### src/rtl/core/fgscc_pkg.sv
package fgscc_pkg;

  localparam int NODES  = 1024;
  localparam int DEGREE = 32;

  localparam int NW = $clog2(NODES);       // node index bits
  localparam int CW = NW + 1;              // counts that can reach NODES
  localparam int SW = $clog2(DEGREE);      // edge slot bits
  localparam int DW = $clog2(DEGREE + 1);  // degree bits

  localparam int CMD_W    = 2;
  localparam int NODE_W   = 10;
  localparam int SLOT_W   = 5;
  localparam int DEG_IN_W = 6;
  localparam int OUT_W    = 11;

  typedef enum logic [CMD_W-1:0] {
    CMD_NODE = 2'd0,
    CMD_EDGE = 2'd1,
    CMD_RUN  = 2'd2,
    CMD_NONE = 2'd3
  } cmd_e;

  typedef enum logic [4:0] {
    ST_MCLR,
    ST_IDLE,
    ST_SWEEP,
    ST_SW_TAIL,
    ST_OUTER_RD,
    ST_OUTER_CHK,
    ST_VISIT_ROOT,
    ST_VISIT_CHILD,
    ST_V_RD,
    ST_V_GET,
    ST_V_ATTR,
    ST_E_RD,
    ST_E_W,
    ST_E_CHK,
    ST_DESC,
    ST_FIN_RD,
    ST_FIN_P,
    ST_FIN_UPD,
    ST_POP_RD,
    ST_POP_CHK,
    ST_POP_END,
    ST_NEXT,
    ST_FINISH
  } state_e;

  typedef struct packed {
    logic mclr;
    logic ld_node;
    logic ld_edge;
    logic out_ack;
    logic run_init;
    logic sweep;
    logic outer_rd;
    logic i_inc;
    logic visit;
    logic visit_child;
    logic v_get;
    logic v_attr;
    logic e_w;
    logic e_next;
    logic wb_low;
    logic fin_rd;
    logic fin_p;
    logic fin_upd;
    logic pop_rd;
    logic pop;
    logic scc_done;
    logic out_run;
  } ctrl_t;

  typedef struct packed {
    logic sweep_last;
    logic i_done;
    logic outer_take;
    logic e_end;
    logic w_desc;
    logic is_root;
    logic pop_more;
    logic walk_empty;
  } stat_t;

endpackage

### src/rtl/core/fgscc_ctrl.sv
module fgscc_ctrl (
  input  logic                  clk_i,
  input  logic                  rst_ni,
  input  logic                  start_i,
  input  fgscc_pkg::cmd_e       command_i,
  input  fgscc_pkg::stat_t      stat_i,
  output fgscc_pkg::ctrl_t      ctl_o,
  output logic                  busy_o
);
  import fgscc_pkg::*;

  state_e state_q, state_d;

  always_ff @(posedge clk_i or negedge rst_ni) begin
    if (!rst_ni) begin
      state_q <= ST_MCLR;
    end else begin
      state_q <= state_d;
    end
  end

  assign busy_o = (state_q != ST_IDLE);

  always_comb begin
    state_d = state_q;
    ctl_o   = '0;
    unique case (state_q)
      ST_MCLR: begin
        ctl_o.mclr = 1'b1;
        if (stat_i.sweep_last) state_d = ST_IDLE;
      end
      ST_IDLE: begin
        if (start_i) begin
          unique case (command_i)
            CMD_NODE: begin
              ctl_o.ld_node = 1'b1;
              ctl_o.out_ack = 1'b1;
            end
            CMD_EDGE: begin
              ctl_o.ld_edge = 1'b1;
              ctl_o.out_ack = 1'b1;
            end
            CMD_RUN: begin
              ctl_o.run_init = 1'b1;
              state_d = ST_SWEEP;
            end
            default: ctl_o.out_ack = 1'b1;
          endcase
        end
      end
      ST_SWEEP: begin
        ctl_o.sweep = 1'b1;
        if (stat_i.sweep_last) state_d = ST_SW_TAIL;
      end
      ST_SW_TAIL: state_d = ST_OUTER_RD;
      ST_OUTER_RD: begin
        if (stat_i.i_done) begin
          state_d = ST_FINISH;
        end else begin
          ctl_o.outer_rd = 1'b1;
          state_d = ST_OUTER_CHK;
        end
      end
      ST_OUTER_CHK: begin
        if (stat_i.outer_take) begin
          state_d = ST_VISIT_ROOT;
        end else begin
          ctl_o.i_inc = 1'b1;
          state_d = ST_OUTER_RD;
        end
      end
      ST_VISIT_ROOT: begin
        ctl_o.visit = 1'b1;
        state_d = ST_V_RD;
      end
      ST_VISIT_CHILD: begin
        ctl_o.visit       = 1'b1;
        ctl_o.visit_child = 1'b1;
        state_d = ST_V_RD;
      end
      ST_V_RD: state_d = ST_V_GET;
      ST_V_GET: begin
        ctl_o.v_get = 1'b1;
        state_d = ST_V_ATTR;
      end
      ST_V_ATTR: begin
        ctl_o.v_attr = 1'b1;
        state_d = ST_E_RD;
      end
      ST_E_RD: begin
        if (stat_i.e_end) begin
          state_d = ST_FIN_RD;
        end else begin
          state_d = ST_E_W;
        end
      end
      ST_E_W: begin
        ctl_o.e_w = 1'b1;
        state_d = ST_E_CHK;
      end
      ST_E_CHK: begin
        if (stat_i.w_desc) begin
          state_d = ST_DESC;
        end else begin
          ctl_o.e_next = 1'b1;
          state_d = ST_E_RD;
        end
      end
      ST_DESC: begin
        ctl_o.wb_low = 1'b1;
        state_d = ST_VISIT_CHILD;
      end
      ST_FIN_RD: begin
        ctl_o.fin_rd = 1'b1;
        state_d = ST_FIN_P;
      end
      ST_FIN_P: begin
        ctl_o.fin_p = 1'b1;
        state_d = ST_FIN_UPD;
      end
      ST_FIN_UPD: begin
        ctl_o.fin_upd = 1'b1;
        state_d = stat_i.is_root ? ST_POP_RD : ST_NEXT;
      end
      ST_POP_RD: begin
        ctl_o.pop_rd = 1'b1;
        state_d = ST_POP_CHK;
      end
      ST_POP_CHK: begin
        ctl_o.pop = 1'b1;
        state_d = stat_i.pop_more ? ST_POP_RD : ST_POP_END;
      end
      ST_POP_END: begin
        ctl_o.scc_done = 1'b1;
        state_d = ST_NEXT;
      end
      ST_NEXT: begin
        if (stat_i.walk_empty) begin
          ctl_o.i_inc = 1'b1;
          state_d = ST_OUTER_RD;
        end else begin
          state_d = ST_V_RD;
        end
      end
      ST_FINISH: begin
        ctl_o.out_run = 1'b1;
        state_d = ST_IDLE;
      end
      default: state_d = ST_IDLE;
    endcase
  end

endmodule

### config.mk
export PLATFORM = sky130hd
export DESIGN_NAME = fgscc_ctrl
export DESIGN_NICKNAME = d
export VERILOG_FILES = /design/src/rtl/core/fgscc_pkg.sv /design/src/rtl/core/fgscc_ctrl.sv
export SDC_FILE = /design/constraint.sdc
export NUM_CORES = 1
export LEC_CHECK = 0
export ABC_AREA = 1
export BUFFER_PORTS_ARGS = -buffer_cell sky130_fd_sc_hd__buf_2
export CAP_MARGIN = 10
export CELL_PAD_IN_SITES_DETAIL_PLACEMENT = 0
export CELL_PAD_IN_SITES_GLOBAL_PLACEMENT = 1
export CORE_MARGIN = 1
export CORE_UTILIZATION = 31
export DETAILED_ROUTE_END_ITERATION = 6
export PLACE_DENSITY_LB_ADDON = 0.05
export SLEW_MARGIN = 20
export SYNTH_ARGS = -nofsm -noshare
export SYNTH_HDL_FRONTEND = slang
export SYNTH_SLANG_ARGS = --single-unit
### constraint.sdc
create_clock -name clk_i -period 2.5 [get_ports clk_i]
set_input_delay 0.5 -clock clk_i [delete_from_list [all_inputs] [get_ports clk_i]]
set_output_delay 0.5 -clock clk_i [all_outputs]
set_load 0.01 [all_outputs]
==> impl_results.md <==
- Slew Limit Fails: 0
- CTS Hold Bufs: 0
- Vias/cell: 5.034
- Power share of the clock group: approximately a tenth
- Htree depth: 1
- Die footprint: approximately 2700 µm²
- Top reg by flops: state_q
- HP Class: input pin to async pin
- Max FFs per register: 5
- Initial DRC Count: 38
- Worst EP required: 2.00 ns
- Wire per inst: ~12 µm
- Avg Inst Size Synth: 5.525 µm²
- Period minus WS final: 2.251 ns
- TritonCTS clock tree: built
- Kind of critical path: flip-flop to primary output
- Sw frac: 58.99%
- Antenna Nets Post-Route: 0
- Compound-gate portion of the synthesized area: 7.974%
- NetSw: 0.5886 mW
- DR pass1 iterations: 4
- DRC Markers: 0
- Least-Margin Pin Slew: 0.4483 ns
- Via count: 1037
- Synth Area in Simple Gates: 59.97%
- CTS Sinks: 5
- Tcrit/Tclk final: between 90% and 100%
- Hold slack final: 0.05225 ns
- Synth area leaders: dfrtp_1 16%, nand2_1 16%, inv_1 11%, nor2_1 8.6%, nand3_1 8.3%
- CP delay by family, top: simple AND/OR/NAND/NOR gates
- Mapped cell area: between 700 and 800 µm²
- Clock skew: 0.004178 ns
- Area of the core: 2297 µm²
- Final Wtd Congestion: 0.8514
- Most used cell along the critical path: nand2_1
- Setup_tns: 0 ns
- Largest registers: state_q: 5 flops
- CP startpoint: state_q[3]
- Die X: 52.31 µm
- Vias in the first global route: 894
- CP endpoint kind: primary output
- Combinational power share: 70.9%
- Post-CTS setup buffers: 0
- Finish-stage setup viols: 0
- Chip height: 52.31 µm
- Dpl hpwl: 2087 µm
- Skew-Pair Late Insertion Delay: 0.25 ns
- Port Buffer Count: 35
- # rows: 17
- CP Launch Type: flip-flop
- Clock buffer count from CTS: 3
- Finished Cell Area: 1007 µm²
- Mux cell area share after synthesis: 0%
- Ys async rst share: between 90% and 100%
- Most common cell in the netlist: nand2_1
- First-pass GRT wire length: 4160 µm
- Synth warn: 0
- Ant. Diodes: 0
- Final std cells w/o fill: 206
- Total routed wirelength: 2524 µm
- Number of synthesized flops with an enable pin: 0
- Layout cells sized above 1: 31.46%
- Net Count, Synth: 155
- RSZ-0062 raised after global routing: false
- Maximum fanout along the worst path: 8
- XOR/XNOR share of the synthesized area: 0%
- Final Power: 0.9976 mW
- Initial antenna violation count: 0
- Outcome: finished, final reports clean
- Largest family of logic cells by synthesized area: simple AND/OR/NAND/NOR gates
- Adder-Cell Fraction of Synth Area: 0%
- Synthesized instance count: roughly 140
- Dpl cells: 202
- MaxCap Viol Count: 0
- Post-cts sizing count: 0
- Sequential power share: 19.5%
- Hold Vio Cnt, Final: 0
- Placement Cell Area: 980.9 µm²
- CP Buf/Inv Count: 2
- Largest net degree at the start of global routing: 14
- Grt ovf: 0
- Post-synth top cells: 33 x nand2_1, 22 x inv_1, 18 x nor2_1, 13 x nand3_1, 8 x nand4_1
- Highest cell delay on the worst timing path: 0.49 ns
- LEAKAGE: approximately 0.64 nW
- I/O pin total: 36
- Max frequency: ~440 MHz
- Crit path cell chain: inv_2, nand2_1, nor3_2, nand2_1, o22ai_1, buf_2
- Worst rel slew slack: 70.08%
- PD cells: 990.5 nW/µm²
- RR Startpoint: state_q[4]
- Yosys top cell area share: 15.95%
- CP max stage cell: dfrtp_1
- Synth unique cells: 24
- Final Util: 43.85%
- Clk buf depth: 2
- Post-synth top flop: dfrtp_1
- Crit path DAT: 1.75 ns
- Place WS: 0.5385 ns
- Post-synthesis sequential area ratio: between 10% and 20%
- VDD IR max: 525.4 µV
- NumNets Final: 192
- Root buffer cell: clkbuf_4
- Area leader, netlist: dfrtp_1
- Initial Util: 34.15%
- Area growth from synthesis to layout: 28.39%
- Internal: 0.4091 mW
- Final WS setup: between 0.2 and 0.25 ns
- Yosys reg bits: 5
- Clk slew on worst S/H paths: roughly 0.05 ns
- Gr usage total: about a fifth
per-layer routing:
layer  vias up  global-route usage (%)  part of all wire, %
li1        542                       -                    -
met5         -                       0                    0
met4         0                   3.070                 0.83
met2        39                   31.86                   47
met3         2                   2.899                  5.0
met1       454                   29.46                   47
power groups by stage:
stage	combinational, mW	sequential (mW)	clock [mW]
floorplan	0.561	0.147	0
global placement	0.711	0.194	0
detailed placement	0.702	0.193	0
CTS	0.705	0.192	0.0991
global route	0.810	0.200	0.107
finish	0.707	0.195	0.0961
area by class of cell:
type	count	area (µm²)
multi-input combinational	106	533.0
fill	276	1290
clock buffer	4	26.28
inverter	26	97.59
tap	28	35.03
sequential	5	125.1
timing repair buffer	37	190.2
worst reg2reg max path: stages, from the launching register on:
cell,delay (ns)
dfrtp_1,0.37
inv_1,0.34
buf_4,0.25
nand3_2,0.13
nand2_1,0.13
nor2_1,0.06
nand3_1,0.09
nand2_1,0.05
nor2_1,0.08
nor2_1,0.05
cell families after synthesis:
| kind of cell | after synthesis |
|---|---|
| and+or+nand+nor | 95 |
| buffers and inverters | 31 |
| AOI/OAI and AO/OA | 11 |
| DFF | 5 |
path summary, 6_finish.rpt:
path / to / slack, ns / cells past startpoint
min reg2reg: state_q[4] / 0.82 / 3
max reg2reg: state_q[0] / 0.84 / 9
max in group asynchronous: state_q[1] / 2.32 / 1
min in group clk_i: state_q[1] / 0.52 / 3
min: state_q[0] / 0.05 / 1
max: ctl_o[14] / 0.25 / 6
layout by cell type (no fill, tap or decap), types with 2 or more instances in the layout:
cell type,netlist,layout
buf_2,2,35
nand2_1,33,33
inv_1,22,22
nor2_1,18,18
nand3_1,13,13
nand4_1,8,8
nor2_2,5,5
nor3_1,5,5
nor4_1,5,5
dfrtp_1,5,5
inv_2,4,4
o21ai_0,3,3
clkbuf_4,0,3
nor2_4,2,2
nor3_2,2,2
nand3_2,2,2
o22ai_1,2,2
a31oi_1,2,2
a21oi_1,2,2
buf_4,2,2
Note: power is estimated with default switching activity, not from simulation.
